===== src/rtl/core/assert_macros.svh =====
// Assertion macros shared by the timer RTL.
`ifndef ASSERT_MACROS_SVH
`define ASSERT_MACROS_SVH

`ifndef SYNTHESIS

`define MRDT_ASSERT(lbl, clk, rst, prop, msg) \
  lbl: assert property (@(posedge clk) disable iff (rst) prop) else $error(msg);

`define MRDT_ASSERT_ALWAYS(lbl, clk, prop, msg) \
  lbl: assert property (@(posedge clk) prop) else $error(msg);

`else

`define MRDT_ASSERT(lbl, clk, rst, prop, msg)

`define MRDT_ASSERT_ALWAYS(lbl, clk, prop, msg)

`endif

`endif


===== src/rtl/core/mrdt_pkg.sv =====
// Types, constants and helpers for the multichannel reload down timer.
`default_nettype none

package mrdt_pkg;

  localparam int FUNC_W     = 2;
  localparam int ADDR_W     = 5;
  localparam int DATA_W     = 32;
  localparam int CTRL_W     = 8;
  localparam int BIT_STRIDE = 4;

  typedef enum logic [FUNC_W-1:0] {
    FUNC_TICK  = 2'd0,
    FUNC_WRITE = 2'd1,
    FUNC_READ  = 2'd2
  } func_t;

  localparam logic [ADDR_W-1:0] ADDR_ENABLE     = 5'd0;
  localparam logic [ADDR_W-1:0] ADDR_IRQ_EN     = 5'd1;
  localparam logic [ADDR_W-1:0] ADDR_IRQ_STATUS = 5'd2;

  localparam int CHAN_BASE   = 4;
  localparam int CHAN_STRIDE = 4;
  localparam int OFF_CTRL    = 0;
  localparam int OFF_RELOAD  = 1;
  localparam int OFF_COUNT   = 2;

  function automatic logic [ADDR_W-1:0] chan_addr(input int unsigned ch,
                                                  input int unsigned off);
    return ADDR_W'(CHAN_BASE + ch * CHAN_STRIDE + off);
  endfunction

endpackage

`default_nettype wire


===== src/rtl/core/mrdt_req_if.sv =====
// Request channel: tick, register write or register read.
`default_nettype none

interface mrdt_req_if;
  logic                         valid;
  logic                         ready;
  logic [mrdt_pkg::FUNC_W-1:0]  func;
  logic [mrdt_pkg::ADDR_W-1:0]  addr;
  logic [mrdt_pkg::DATA_W-1:0]  wdata;

  modport source (output valid, output func, output addr, output wdata, input ready);
  modport sink   (input valid, input func, input addr, input wdata, output ready);
endinterface

`default_nettype wire


===== src/rtl/core/mrdt_rsp_if.sv =====
// Response channel: read data and interrupt line.
`default_nettype none

interface mrdt_rsp_if;
  logic                         valid;
  logic                         ready;
  logic [mrdt_pkg::DATA_W-1:0]  rdata;
  logic                         irq_line;

  modport source (output valid, output rdata, output irq_line, input ready);
  modport sink   (input valid, input rdata, input irq_line, output ready);
endinterface

`default_nettype wire


===== src/rtl/core/multichannel_reload_down_timer_unit.sv =====
// Multichannel reload down timer with register access, one item per cycle while responses are taken.
//
//   channel | dir | payload                  | accepted when
//   --------+-----+--------------------------+---------------------------
//   req     | in  | func, addr, wdata        | req.valid && req.ready
//   rsp     | out | rdata, irq_line          | rsp.valid && rsp.ready
//
// State updates at the accepting edge and the
// result sits in the response register on the next cycle.
// One item per cycle sustained while rsp.ready stays high; the single response register sets the pace.
// req.ready is high while the response register is empty or being taken.
// Synchronous reset clears all registers; no clearing pass is needed.
`default_nettype none

`include "assert_macros.svh"

module multichannel_reload_down_timer_unit #(
  parameter int NUM_CHANNELS = 4,
  parameter int COUNT_WIDTH  = 32
) (
  input  wire        clk,
  input  wire        rst,
  mrdt_req_if.sink   req,
  mrdt_rsp_if.source rsp
);

  localparam int DW = mrdt_pkg::DATA_W;
  localparam int CW = mrdt_pkg::CTRL_W;
  localparam int BS = mrdt_pkg::BIT_STRIDE;

  logic [NUM_CHANNELS-1:0] enable, enable_next;
  logic [NUM_CHANNELS-1:0] irq_en, irq_en_next;
  logic [NUM_CHANNELS-1:0] status, status_next;
  logic [CW-1:0]           ctrl [NUM_CHANNELS];
  logic [CW-1:0]           ctrl_next [NUM_CHANNELS];
  logic [COUNT_WIDTH-1:0]  reload [NUM_CHANNELS];
  logic [COUNT_WIDTH-1:0]  reload_next [NUM_CHANNELS];
  logic [COUNT_WIDTH-1:0]  count [NUM_CHANNELS];
  logic [COUNT_WIDTH-1:0]  count_next [NUM_CHANNELS];

  logic          out_valid;
  logic [DW-1:0] out_rdata, rdata_next;
  logic          out_irq, irq_next;
  logic          acc;

  assign req.ready    = !out_valid || rsp.ready;
  assign acc          = req.valid && req.ready;
  assign rsp.valid    = out_valid;
  assign rsp.rdata    = out_rdata;
  assign rsp.irq_line = out_irq;

  always_comb begin
    enable_next = enable;
    irq_en_next = irq_en;
    status_next = status;
    rdata_next  = '0;
    for (int ch = 0; ch < NUM_CHANNELS; ch++) begin
      ctrl_next[ch]   = ctrl[ch];
      reload_next[ch] = reload[ch];
      count_next[ch]  = count[ch];
    end
    case (req.func)
      mrdt_pkg::FUNC_TICK: begin
        for (int ch = 0; ch < NUM_CHANNELS; ch++) begin
          if (enable[ch]) begin
            if (count[ch] == '0) begin
              count_next[ch]  = reload[ch];
              status_next[ch] = 1'b1;
            end else begin
              count_next[ch] = count[ch] - 1'b1;
            end
          end
        end
      end
      mrdt_pkg::FUNC_WRITE: begin
        for (int ch = 0; ch < NUM_CHANNELS; ch++) begin
          if (req.addr == mrdt_pkg::ADDR_ENABLE) begin
            enable_next[ch] = req.wdata[ch*BS];
            if (req.wdata[ch*BS] && !enable[ch]) begin
              count_next[ch] = reload[ch];
            end
          end
          if (req.addr == mrdt_pkg::ADDR_IRQ_EN) begin
            irq_en_next[ch] = req.wdata[ch*BS];
          end
          if (req.addr == mrdt_pkg::ADDR_IRQ_STATUS) begin
            status_next[ch] = status[ch] & ~req.wdata[ch*BS];
          end
          if (req.addr == mrdt_pkg::chan_addr(ch, mrdt_pkg::OFF_CTRL)) begin
            ctrl_next[ch] = req.wdata[CW-1:0];
          end
          if (req.addr == mrdt_pkg::chan_addr(ch, mrdt_pkg::OFF_RELOAD)) begin
            reload_next[ch] = req.wdata[COUNT_WIDTH-1:0];
          end
        end
      end
      mrdt_pkg::FUNC_READ: begin
        for (int ch = 0; ch < NUM_CHANNELS; ch++) begin
          if (req.addr == mrdt_pkg::ADDR_ENABLE) begin
            rdata_next[ch*BS] = enable[ch];
          end
          if (req.addr == mrdt_pkg::ADDR_IRQ_EN) begin
            rdata_next[ch*BS] = irq_en[ch];
          end
          if (req.addr == mrdt_pkg::ADDR_IRQ_STATUS) begin
            rdata_next[ch*BS] = status[ch];
          end
          if (req.addr == mrdt_pkg::chan_addr(ch, mrdt_pkg::OFF_CTRL)) begin
            rdata_next = DW'(ctrl[ch]);
          end
          if (req.addr == mrdt_pkg::chan_addr(ch, mrdt_pkg::OFF_RELOAD)) begin
            rdata_next = DW'(reload[ch]);
          end
          if (req.addr == mrdt_pkg::chan_addr(ch, mrdt_pkg::OFF_COUNT)) begin
            rdata_next = DW'(count[ch]);
          end
        end
      end
      default: begin
      end
    endcase
    irq_next = |(status_next & irq_en_next);
  end

  always_ff @(posedge clk) begin
    if (rst) begin
      enable    <= '0;
      irq_en    <= '0;
      status    <= '0;
      out_valid <= 1'b0;
      out_rdata <= '0;
      out_irq   <= 1'b0;
      for (int ch = 0; ch < NUM_CHANNELS; ch++) begin
        ctrl[ch]   <= '0;
        reload[ch] <= '0;
        count[ch]  <= '0;
      end
    end else begin
      if (acc) begin
        enable    <= enable_next;
        irq_en    <= irq_en_next;
        status    <= status_next;
        out_valid <= 1'b1;
        out_rdata <= rdata_next;
        out_irq   <= irq_next;
        for (int ch = 0; ch < NUM_CHANNELS; ch++) begin
          ctrl[ch]   <= ctrl_next[ch];
          reload[ch] <= reload_next[ch];
          count[ch]  <= count_next[ch];
        end
      end else if (rsp.ready) begin
        out_valid <= 1'b0;
      end
    end
  end

  `MRDT_ASSERT(a_ready_when_empty, clk, rst, (!out_valid |-> req.ready), "ready low with empty output")
  `MRDT_ASSERT(a_irq_matches_state, clk, rst, (acc |=> (out_irq == (|(status & irq_en)))), "irq line does not match status and enables")
  `MRDT_ASSERT(a_rdata_zero_non_read, clk, rst, ((acc && req.func != mrdt_pkg::FUNC_READ) |=> (out_rdata == '0)), "nonzero rdata for non-read item")
  `MRDT_ASSERT(a_status_rise_on_tick, clk, rst, (!(acc && req.func == mrdt_pkg::FUNC_TICK) |=> ((status & ~$past(status)) == '0)), "status set without tick")
  `MRDT_ASSERT(a_disabled_frozen, clk, rst, ((!enable[0] && !(acc && req.func == mrdt_pkg::FUNC_WRITE && req.addr == mrdt_pkg::ADDR_ENABLE)) |=> $stable(count[0])), "disabled counter moved")

endmodule

`default_nettype wire


===== src/flat_wrapper.sv =====
// flat-port wrapper written by rule: the top's interface ports become plain ports
module multichannel_reload_down_timer_unit_flat 
#(
  parameter int NUM_CHANNELS = 4,
  parameter int COUNT_WIDTH  = 32
)
  (clk, rst, req_valid, req_func, req_addr, req_wdata, req_ready, rsp_valid, rsp_rdata, rsp_irq_line, rsp_ready);
  mrdt_req_if req_i ();
  mrdt_rsp_if rsp_i ();
  input  wire clk;
  input  wire rst;
  input wire logic [$bits(req_i.valid)-1:0] req_valid;
  input wire logic [$bits(req_i.func)-1:0] req_func;
  input wire logic [$bits(req_i.addr)-1:0] req_addr;
  input wire logic [$bits(req_i.wdata)-1:0] req_wdata;
  output wire logic [$bits(req_i.ready)-1:0] req_ready;
  output wire logic [$bits(rsp_i.valid)-1:0] rsp_valid;
  output wire logic [$bits(rsp_i.rdata)-1:0] rsp_rdata;
  output wire logic [$bits(rsp_i.irq_line)-1:0] rsp_irq_line;
  input wire logic [$bits(rsp_i.ready)-1:0] rsp_ready;
  assign req_i.valid = req_valid;
  assign req_i.func = req_func;
  assign req_i.addr = req_addr;
  assign req_i.wdata = req_wdata;
  assign req_ready = req_i.ready;
  assign rsp_valid = rsp_i.valid;
  assign rsp_rdata = rsp_i.rdata;
  assign rsp_irq_line = rsp_i.irq_line;
  assign rsp_i.ready = rsp_ready;
  multichannel_reload_down_timer_unit #(.NUM_CHANNELS(NUM_CHANNELS), .COUNT_WIDTH(COUNT_WIDTH)) u_core (.clk(clk), .rst(rst), .req(req_i), .rsp(rsp_i));
endmodule

===== config.mk =====
export PLATFORM = sky130hd
export DESIGN_NAME = multichannel_reload_down_timer_unit_flat
export DESIGN_NICKNAME = d
export VERILOG_FILES = /design/src/rtl/core/mrdt_pkg.sv /design/src/rtl/core/mrdt_req_if.sv /design/src/rtl/core/mrdt_rsp_if.sv /design/src/rtl/core/multichannel_reload_down_timer_unit.sv /design/src/flat_wrapper.sv
export VERILOG_INCLUDE_DIRS = /design/src /design/src/rtl/core
export SDC_FILE = /design/constraint.sdc
export NUM_CORES = 1
export LEC_CHECK = 0
export ABC_AREA = 0
export ABC_CLOCK_PERIOD_IN_PS = 4400
export CORE_MARGIN = 2
export CORE_UTILIZATION = 36
export DETAILED_ROUTE_END_ITERATION = 12
export DONT_BUFFER_PORTS = 1
export SLEW_MARGIN = 20
export SYNTH_ARGS = -nofsm -noshare
export SYNTH_HDL_FRONTEND = slang
export SYNTH_SLANG_ARGS = --single-unit

===== constraint.sdc =====
create_clock -name clk -period 4.4 [get_ports clk]
set_input_delay 0.44 -clock clk [delete_from_list [all_inputs] [get_ports clk]]
set_output_delay 0.44 -clock clk [all_outputs]
set_load 0.05 [all_outputs]

* Word-level counts from Yosys, hierarchy flattened *
Memories as Yosys holds them, arrays and structs flattened.
Index checks and enable logic that the tools add are counted.

word-level totals
  register bits = 46
  bits in writable memories = 288
  input port bits = 43
  word-level logic and storage cells = 159
  memories = 3

memory list
  name           words  bits a word  read ports  clocked after Yosys merged registers in  write ports  line                                       RTL
  u_core.count   4      32           4           0                                        4            multichannel_reload_down_timer_unit.sv:38  logic [COUNT_WIDTH-1:0] count [NUM_CHANNELS];
  u_core.reload  4      32           4           0                                        4            multichannel_reload_down_timer_unit.sv:36  logic [COUNT_WIDTH-1:0] reload [NUM_CHANNELS];
  u_core.ctrl    4      8            4           0                                        4            multichannel_reload_down_timer_unit.sv:34  logic [CW-1:0] ctrl [NUM_CHANNELS];

cells by class
  add/subtract/negate cells = 4
  equality and inequality tests = 16
  muxes and demuxes = 89
  bitwise operators = 21
  reductions and logical operators = 20

operators with widths
  kind                   number
  $mux 32                41
  $pmux 128 s2           1
  $logic_not 32->1       4
  $mux 128               1
  $sub 32x1->32 const B  4
  $mux 8                 9
  $mux 1                 35
  $eq 5x4->1 const B     6
  $eq 5x3->1 const B     3
  $eq 5x5->1 const B     3
  $or 1x1->1             12
  $pmux 4 s2             1
  $eq 5x1->1 const B     1
  $eq 5x2->1 const B     1
  $logic_and 1x1->1      5
  $logic_not 1->1        5
  $logic_not 5->1        1
  $and 1x1->1            4
  $and 4x4->4            1
  $mux 4                 1
  $not 1->1              4
  $reduce_or 4->1        1
  $reduce_and 3->1       1
  $eq 2x1->1 const B     1
  4 further kinds        4

* Depth between registers and ports, before layout *
Gate-level depths: netlist of the first run.

  depth after elaboration = 26
  gate-level depth with buffers = 9

* Least setup slack after synthesis of the first run *
Ideal clock, no wire load.

  path kind = input-to-reg
  start point = input req_addr[4]
  end point = memory u_core.count[0][0] (enable)
  setup time = 421 ps
  data arrival time = 2808 ps
  required time = 3979 ps
  slack = 1171 ps
  stages = 6
  buffers on the path = 2
  path through = clkbuf_1 or3_1 clkbuf_1 o21ai_0 a31oi_1 nor2_1

RTL lines
  item                line                                       RTL
  start: declaration  flat_wrapper.sv:14                         input wire logic [$bits(req_i.addr)-1:0] req_addr;
  end: declaration    multichannel_reload_down_timer_unit.sv:38

==> reports/metrics.csv, run 1 <==
stage;metric;value;unit
status;status;completed;
critical_path;Crit path required time;4.66;ns
floorplan;die footprint;0.0498;mm^2
flow_run;max_cap viols;0;
sta;RSZ-0062 raised after global routing;no;
critical_path;Worst setup EP type;flop;
clock_tree;Num CTS Buffers;37;
global_route;Congestion Overflow GR;0;
yosys;Compound-Gate Fraction of Synth Area;0.193;
clock_tree;clock sink count;334;
critical_path;r2r startpoint;u_core.count[2][4];
clock_tree;Skew-Pair Late Insertion Delay;0.55;ns
drt;DRT Pass-1 Iters;6;
clock_tree;Post-CTS Hold Fix Bufs;1;
critical_path;WS Path Type;reg2reg;
critical_path;Critical path origin;u_core.count[2][4];
layout;final std cells w/o fill;2268;
critical_path;max incr delay on CP;0.86;ns
yosys;top_reg_cell synth;edfxtp_1;
sta;Fin Setup TNS;0;ns
yosys;Synth Warn #;0;
floorplan;initial core utilization;0.363;
critical_path;Top cell by count, worst path;buf_4;
global_route;first-pass GRT wire length;84.9;mm
drt;Avg Vias per Cell;6.17;
clock_tree;CTS tree;built;
floorplan;Die X;223;um
floorplan;Core ar.;0.0475;mm^2
yosys;Cells after Synth;1651;
sta;FMAX;304;MHz
floorplan;IO Pins;78;
yosys;area fraction of the dominant cell type after synthesis;0.500;
layout;final instance area;0.0192;mm^2
drt;initial detailed-routing violation count;1788;
placed_design;Placed Cells;2185;
yosys;post-synthesis mux area share;0.0146;
floorplan;row cnt;80;
placed_design;Final HPWL DP;40.1;mm
critical_path;path depth of the worst reg2reg path;8;
power_and_ir_drop;maximum VDD drop;0.200;mV
worst_hold_path;HP Start;req_wdata[0];
critical_path;crit path DAT;3.54;ns
yosys;register area share after synthesis;0.554;
sta;Max-slew headroom;0.265;
yosys;largest family of logic cells by synthesized area;compound AO/OA/AOI/OAI gates;
global_route;initial antenna violation count;8;
placed_design;port bufs;0;
drt;DR DRC count;0;
clock_tree;clk buf depth;3;
placed_design;Placed Area;0.0180;mm^2
clock_tree;clock-pin slew on the worst setup and hold paths;0.06;ns
sta;Least-Margin Pin Slew;1.10;ns
clock_tree;post-CTS repair timing setup buffer count;0;
layout;Area Growth Syn to Fin;11.3;%
layout;fin nets;1658;
yosys;post-synthesis simple-gate area fraction;0.150;
drt;WL/cell;25.2;um
placed_design;RePlAce Congestion;0.894;
layout;share of layout cells above drive strength 1;0.0799;
worst_hold_path;worst hold path depth;2;
global_route;largest net degree at the start of global routing;65;
drt;Antenna Nets Post-Route;0;
sta;hold slack;0.0239;ns
floorplan;die height;223;um
yosys;most frequent cells after synthesis;edfxtp_1, nor2_1, a21oi_1;
critical_path;crit-path cells;nor4_1 -> nand4_1 -> buf_4 -> nor2_1 -> a21oi_4 -> buf_4 -> o21ai_0 -> a21oi_1;
yosys;#FFs+latches synth;334;
sta;Slew Viols, Final;0;
layout;fin util;0.405;
yosys;post-synth top area cell;edfxtp_1;
global_route;vias in the first global route;13209;
yosys;post-synthesis net count;1698;
yosys;Syn Area/Cell;10.5;um^2
drt;final WL;57.2;mm
yosys;Synth Area in XOR/XNOR;0.0552;
yosys;mapped cell area;0.0173;mm^2
yosys;adder-cell area share of the yosys netlist;0.00290;
worst_hold_path;worst min-delay path class;in2reg;
clock_tree;H-tree levels;2;
global_route;GRT Util Overall;0.226;
critical_path;flop2flop setup slack;1.12;ns
worst_hold_path;Min-Delay Endpoint;u_core.enable[0];
yosys;FFs w/ async S/R, synth;0;
sta;Final Critical Period;3.28;ns
clock_tree;Post-CTS Resized;0;
yosys;Post-synth EDFFs;288;
power_and_ir_drop;Leak;6.40;nW
critical_path;Critical Path Source Type;flop;
critical_path;CP Max Fanout;64;
sta;Setup Skew;0.0185;ns
clock_tree;root buf cell;clkbuf_16;
power_and_ir_drop;pwr/cell area;399;mW/mm^2
sta;final setup vio count;0;
yosys;most frequent cell after synthesis;edfxtp_1;
sta;Final Hold Vio Count;0;
yosys;top area cells in the synthesized netlist;edfxtp_1, dfxtp_1, nor2_1, a211oi_1, xnor2_1;
critical_path;Slowest-stage cell, CP;nor4_1;
yosys;Unique masters post-synth;71;
sta;period utilization;0.746;
critical_path;RR Endpoint;u_core.count[2][29];
drt;Via Count;13997;
## cells in the final DEF, fill, tap and decap left out, drive strengths merged, types with 6 or more instances in the layout
master,count
o22ai,12
or4,14
xnor2,78
a31oi,6
or3,16
a21o,7
buf,40
nand2,73
nand3,20
dfxtp,46
o21ai,110
xor2,31
a211oi,96
and3,60
nand4,7
diode,13
nor4,26
o31ai,28
mux2i,23
nor3,51
a22o,29
or2,6
edfxtp,288
nor2b,7
nand2b,11
a22oi,57
a311oi,7
a21oi,119
clkbuf,50
clkinv,9
nor2,217
inv,22
## worst max path at each step
stage / endpoint / slack [ns] / depth (start not counted)
2_1_floorplan: u_core.count[0][0] / 1.17 / 6
3_3_place_gp: u_core.count[2][29] / 1.24 / 8
3_5_place_dp: u_core.count[2][29] / 1.20 / 8
4_1_cts: u_core.count[2][29] / 1.18 / 8
5_1_grt: u_core.count[2][29] / 1.01 / 8
6_report: u_core.count[2][29] / 1.12 / 8
## flip-flops by register name, summed over array words and instances (netlist names)
name	flops
u_core.count	128
u_core.ctrl	32
u_core.enable	4
u_core.irq_en	4
u_core.reload	128
u_core.rsp.irq_line	1
u_core.rsp.rdata	32
u_core.rsp.valid	1
u_core.status	4
## per-stage QoR
stage | total power, mW | setup WS, ns
3_3_place_gp | 4.58 | 1.24
5_1_grt | 7.89 | 1.01
2_1_floorplan | 4.33 | 1.17
6_report | 7.68 | 1.12
4_1_cts | 7.68 | 1.18
3_5_place_dp | 4.60 | 1.20
## report_power, final
part | switching (mW) | total (mW) | internal [mW]
logic | 0.457 | 0.679 | 0.223
registers | 0.209 | 3.88 | 3.67
clock network | 1.33 | 3.13 | 1.80
## worst max-delay path, delay by kind of cell, from the launching register on
kind            cells  cell delay (ns)
flops               1             0.45
compound gates      3             0.49
simple gates        3             1.47
buf+inv             2             0.57
## cells by family (layout without fill, tap and decap cells)
family | Yosys count | count (layout)
AND/OR/NAND/NOR | 529 | 529
AO/OA/AOI/OAI | 510 | 510
flip-flops | 334 | 334
buffers and inverters | 140 | 129
XOR/XNOR | 109 | 109
multiplexers | 25 | 25
adder cells (fa/ha/maj) | 4 | 4
other | 0 | 13
## layout make-up
type	instances	area (um^2)
Inverter	20	75.1
Fill cell	4491	28300
Antenna cell	13	32.5
Tap cell	615	769
Multi-Input combinational cell	1177	7260
Clock inverter	18	154
Sequential cell	334	9570
Clock buffer	50	1050
Timing Repair Buffer	41	330
## layer usage
layer | track usage | routed length [um] | vias up
li1 | - | - | 6232
met1 | 0.310 | 23600 | 6843
met2 | 0.343 | 25300 | 792
met3 | 0.0599 | 6250 | 122
met4 | 0.0799 | 1890 | 8
met5 | 0 | 51 | -
Power figures use the tool's default switching activity.
==> run 2, diff against run 1 <==
- ABC_CLOCK_PERIOD_IN_PS: 4400 -> 2800
- clock period: 4.4 -> 2.8 ns (I/O delays scaled with it)
==> run 2 against run 1 <==
- via count increased by 2.2%
- setup slack got worse by 1.1 ns
- clock skew increased by 0.0044 ns
- utilization increased by 2.0 points
- critical path depth unchanged
- global-route usage increased by 0.64 points
- die area unchanged
- maximum frequency increased by 19%
- largest power group unchanged
==> reports/metrics.csv, run 2 (synthesized netlist as in run 1, its figures left out) <==
stage;metric;value;unit;change
floorplan;IO Pins;78;;unchanged
layout;most frequent cells in the layout;edfxtp_1, nor2_1, a21oi_1;;unchanged
critical_path;WS Path Type;reg2reg;;unchanged
sta;period utilization;0.989;;was 0.746
critical_path;Crit path required time;3.18;ns;was 4.66 ns
global_route;GRT busiest layer;met2;;unchanged
sta;Least-Margin Pin Slew;0.905;ns;was 1.10 ns
critical_path;Setup crit end;u_core.count[1][20];;was u_core.count[2][29]
global_route;vias in the first global route;13658;;was 13209
clock_tree;CTS tree;built;;unchanged
worst_hold_path;worst min-delay path class;in2reg;;unchanged
floorplan;row cnt;80;;unchanged
critical_path;r2r startpoint;u_core.count[1][0];;was u_core.count[2][4]
sta;Final Hold Vio Count;0;;unchanged
sta;Fin Setup TNS;0;ns;unchanged
power_and_ir_drop;maximum VDD drop;0.284;mV;was 0.200 mV
drt;Avg Vias per Cell;6.09;;was 6.17
placed_design;RePlAce Congestion;0.917;;was 0.894
sta;FMAX;361;MHz;was 304 MHz
clock_tree;clk buf depth;3;;unchanged
global_route;GRT Util Overall;0.232;;was 0.226
global_route;Congestion Overflow GR;0;;unchanged
drt;Antenna Nets Post-Route;0;;unchanged
critical_path;path depth of the worst reg2reg path;8;;unchanged
flow_run;max_cap viols;0;;unchanged
sta;Setup Skew;0.0229;ns;was 0.0185 ns
drt;DRT Pass-1 Iters;5;;was 6
drt;final WL;58.7;mm;was 57.2 mm
global_route;met1 usage;0.325;;was 0.310
critical_path;crit path DAT;3.15;ns;was 3.54 ns
drt;Via Count;14299;;was 13997
clock_tree;root buf cell;clkbuf_16;;unchanged
placed_design;Final HPWL DP;41.3;mm;was 40.1 mm
sta;Slew Viols, Final;0;;unchanged
global_route;initial antenna violation count;6;;was 8
layout;biggest regs;u_core.count: 128 flops, u_core.reload: 128 flops;;unchanged
critical_path;Worst setup EP type;flop;;unchanged
floorplan;die footprint;0.0498;mm^2;unchanged
clock_tree;Skew-Pair Late Insertion Delay;0.55;ns;about the same
status;status;completed;;unchanged
clock_tree;Num CTS Buffers;38;;was 37
layout;Area Growth Syn to Fin;16.7;%;was 11.3%
placed_design;port bufs;0;;unchanged
drt;initial detailed-routing violation count;1582;;was 1788
critical_path;RR Endpoint;u_core.count[1][20];;was u_core.count[2][29]
floorplan;Core ar.;0.0475;mm^2;unchanged
critical_path;flop2flop setup slack;0.03;ns;was 1.12 ns
sta;hold slack;0.0180;ns;was 0.0239 ns
floorplan;initial core utilization;0.363;;unchanged
global_route;met2 Resource Use GR;0.360;;was 0.343
critical_path;CP Max Fanout;2;;was 64
sta;Final Critical Period;2.77;ns;was 3.28 ns
clock_tree;post-CTS repair timing setup buffer count;0;;unchanged
layout;most common cell after layout, fill and taps aside;edfxtp_1;;unchanged
power_and_ir_drop;pwr/cell area;617;mW/mm^2;was 399 mW/mm^2
sta;Max-slew headroom;0.395;;was 0.265
floorplan;Die X;223;um;unchanged
sta;RSZ-0062 raised after global routing;yes;;was no
sta;final setup vio count;0;;unchanged
clock_tree;clock sink count;334;;unchanged
layout;fin nets;1747;;was 1658
global_route;first-pass GRT wire length;87.5;mm;was 84.9 mm
critical_path;Critical Path Source Type;flop;;unchanged
floorplan;die height;223;um;unchanged
drt;DR DRC count;0;;unchanged
critical_path;Critical path origin;u_core.count[1][0];;was u_core.count[2][4]
clock_tree;H-tree levels;2;;unchanged
power_and_ir_drop;Leak;6.92;nW;was 6.40 nW
layout;fillcell total;4427;;was 4491
layout;share of layout cells above drive strength 1;0.118;;was 0.0799
clock_tree;clock-pin slew on the worst setup and hold paths;0.06;ns;about the same
drt;WL/cell;25.0;um;was 25.2 um
global_route;largest net degree at the start of global routing;64;;was 65
global_route;met3 GRT Util;0.0464;;was 0.0599
run 2: worst min-delay path by stage:
| stage | from | cells past startpoint | to |
|---|---|---|---|
| 5_1_grt | req_wdata[16] | 1 | u_core.reload[0][112] |
| 3_3_place_gp | rst | 1 | u_core.enable[0] |
| 2_1_floorplan | req_valid | 2 | u_core.rsp.valid |
| 4_1_cts | req_wdata[8] | 2 | u_core.irq_en[2] |
| 6_report | req_wdata[14] | 1 | u_core.reload[0][110] |
| 3_5_place_dp | rst | 1 | u_core.enable[0] |
run 2: layout make-up:
class,instances,area (um^2),area share
diodes,5,12.5,0.000620
clock buffers,52,1120,0.0554
clock inverters,17,159,0.00788
inverters,20,75.1,0.00372
multi-input cells,1177,7320,0.363
flip-flops and latches,334,9570,0.474
well taps,615,769,0.0381
repair buffers,129,1150,0.0568
run 2: power by group:
part	switching (mW)	internal (mW)
Combinational	0.781	0.454
Sequential	0.305	5.76
Clock	2.08	3.07
Total	3.16	9.29
run 2: worst max-delay path: stages (launching register included):
cell	delay [ns]
edfxtp_1	0.40
inv_1	0.08
ha_2	0.17
or3b_4	0.38
or4_4	0.45
or2_4	0.27
or4_4	0.49
xor2_2	0.16
a211oi_2	0.20
run 2: per-stage QoR:
stage / power (mW) / instances / worst slack [ns] / util / cell area, um^2
2_1_floorplan: 6.81 / 1651 / -0.0251 / - / 17300
3_3_place_gp: 7.30 / 2249 / -0.00503 / 0.390 / 18600
3_5_place_dp: 7.32 / 2249 / -0.0228 / 0.390 / 18600
4_1_cts: 12.4 / 2344 / 0.0281 / 0.423 / 20100
5_1_grt: 12.8 / 2349 / -0.0421 / 0.424 / 20200
6_report: 12.5 / 2349 / 0.0308 / 0.424 / 20200
run 2: timing repair:
item                                    CTS  global route
endpoints found under the setup margin    1            52
gates resized for setup                   1            12
pin swaps                                 0             0
hold buffers                             26             0
hold endpoints to repair                 32             0
run 2: metal layers:
layer,up-vias,share of wire
li1,6407,-
met1,7045,0.42
met2,728,0.45
met3,113,0.091
met4,6,0.031
met5,-,0.00082
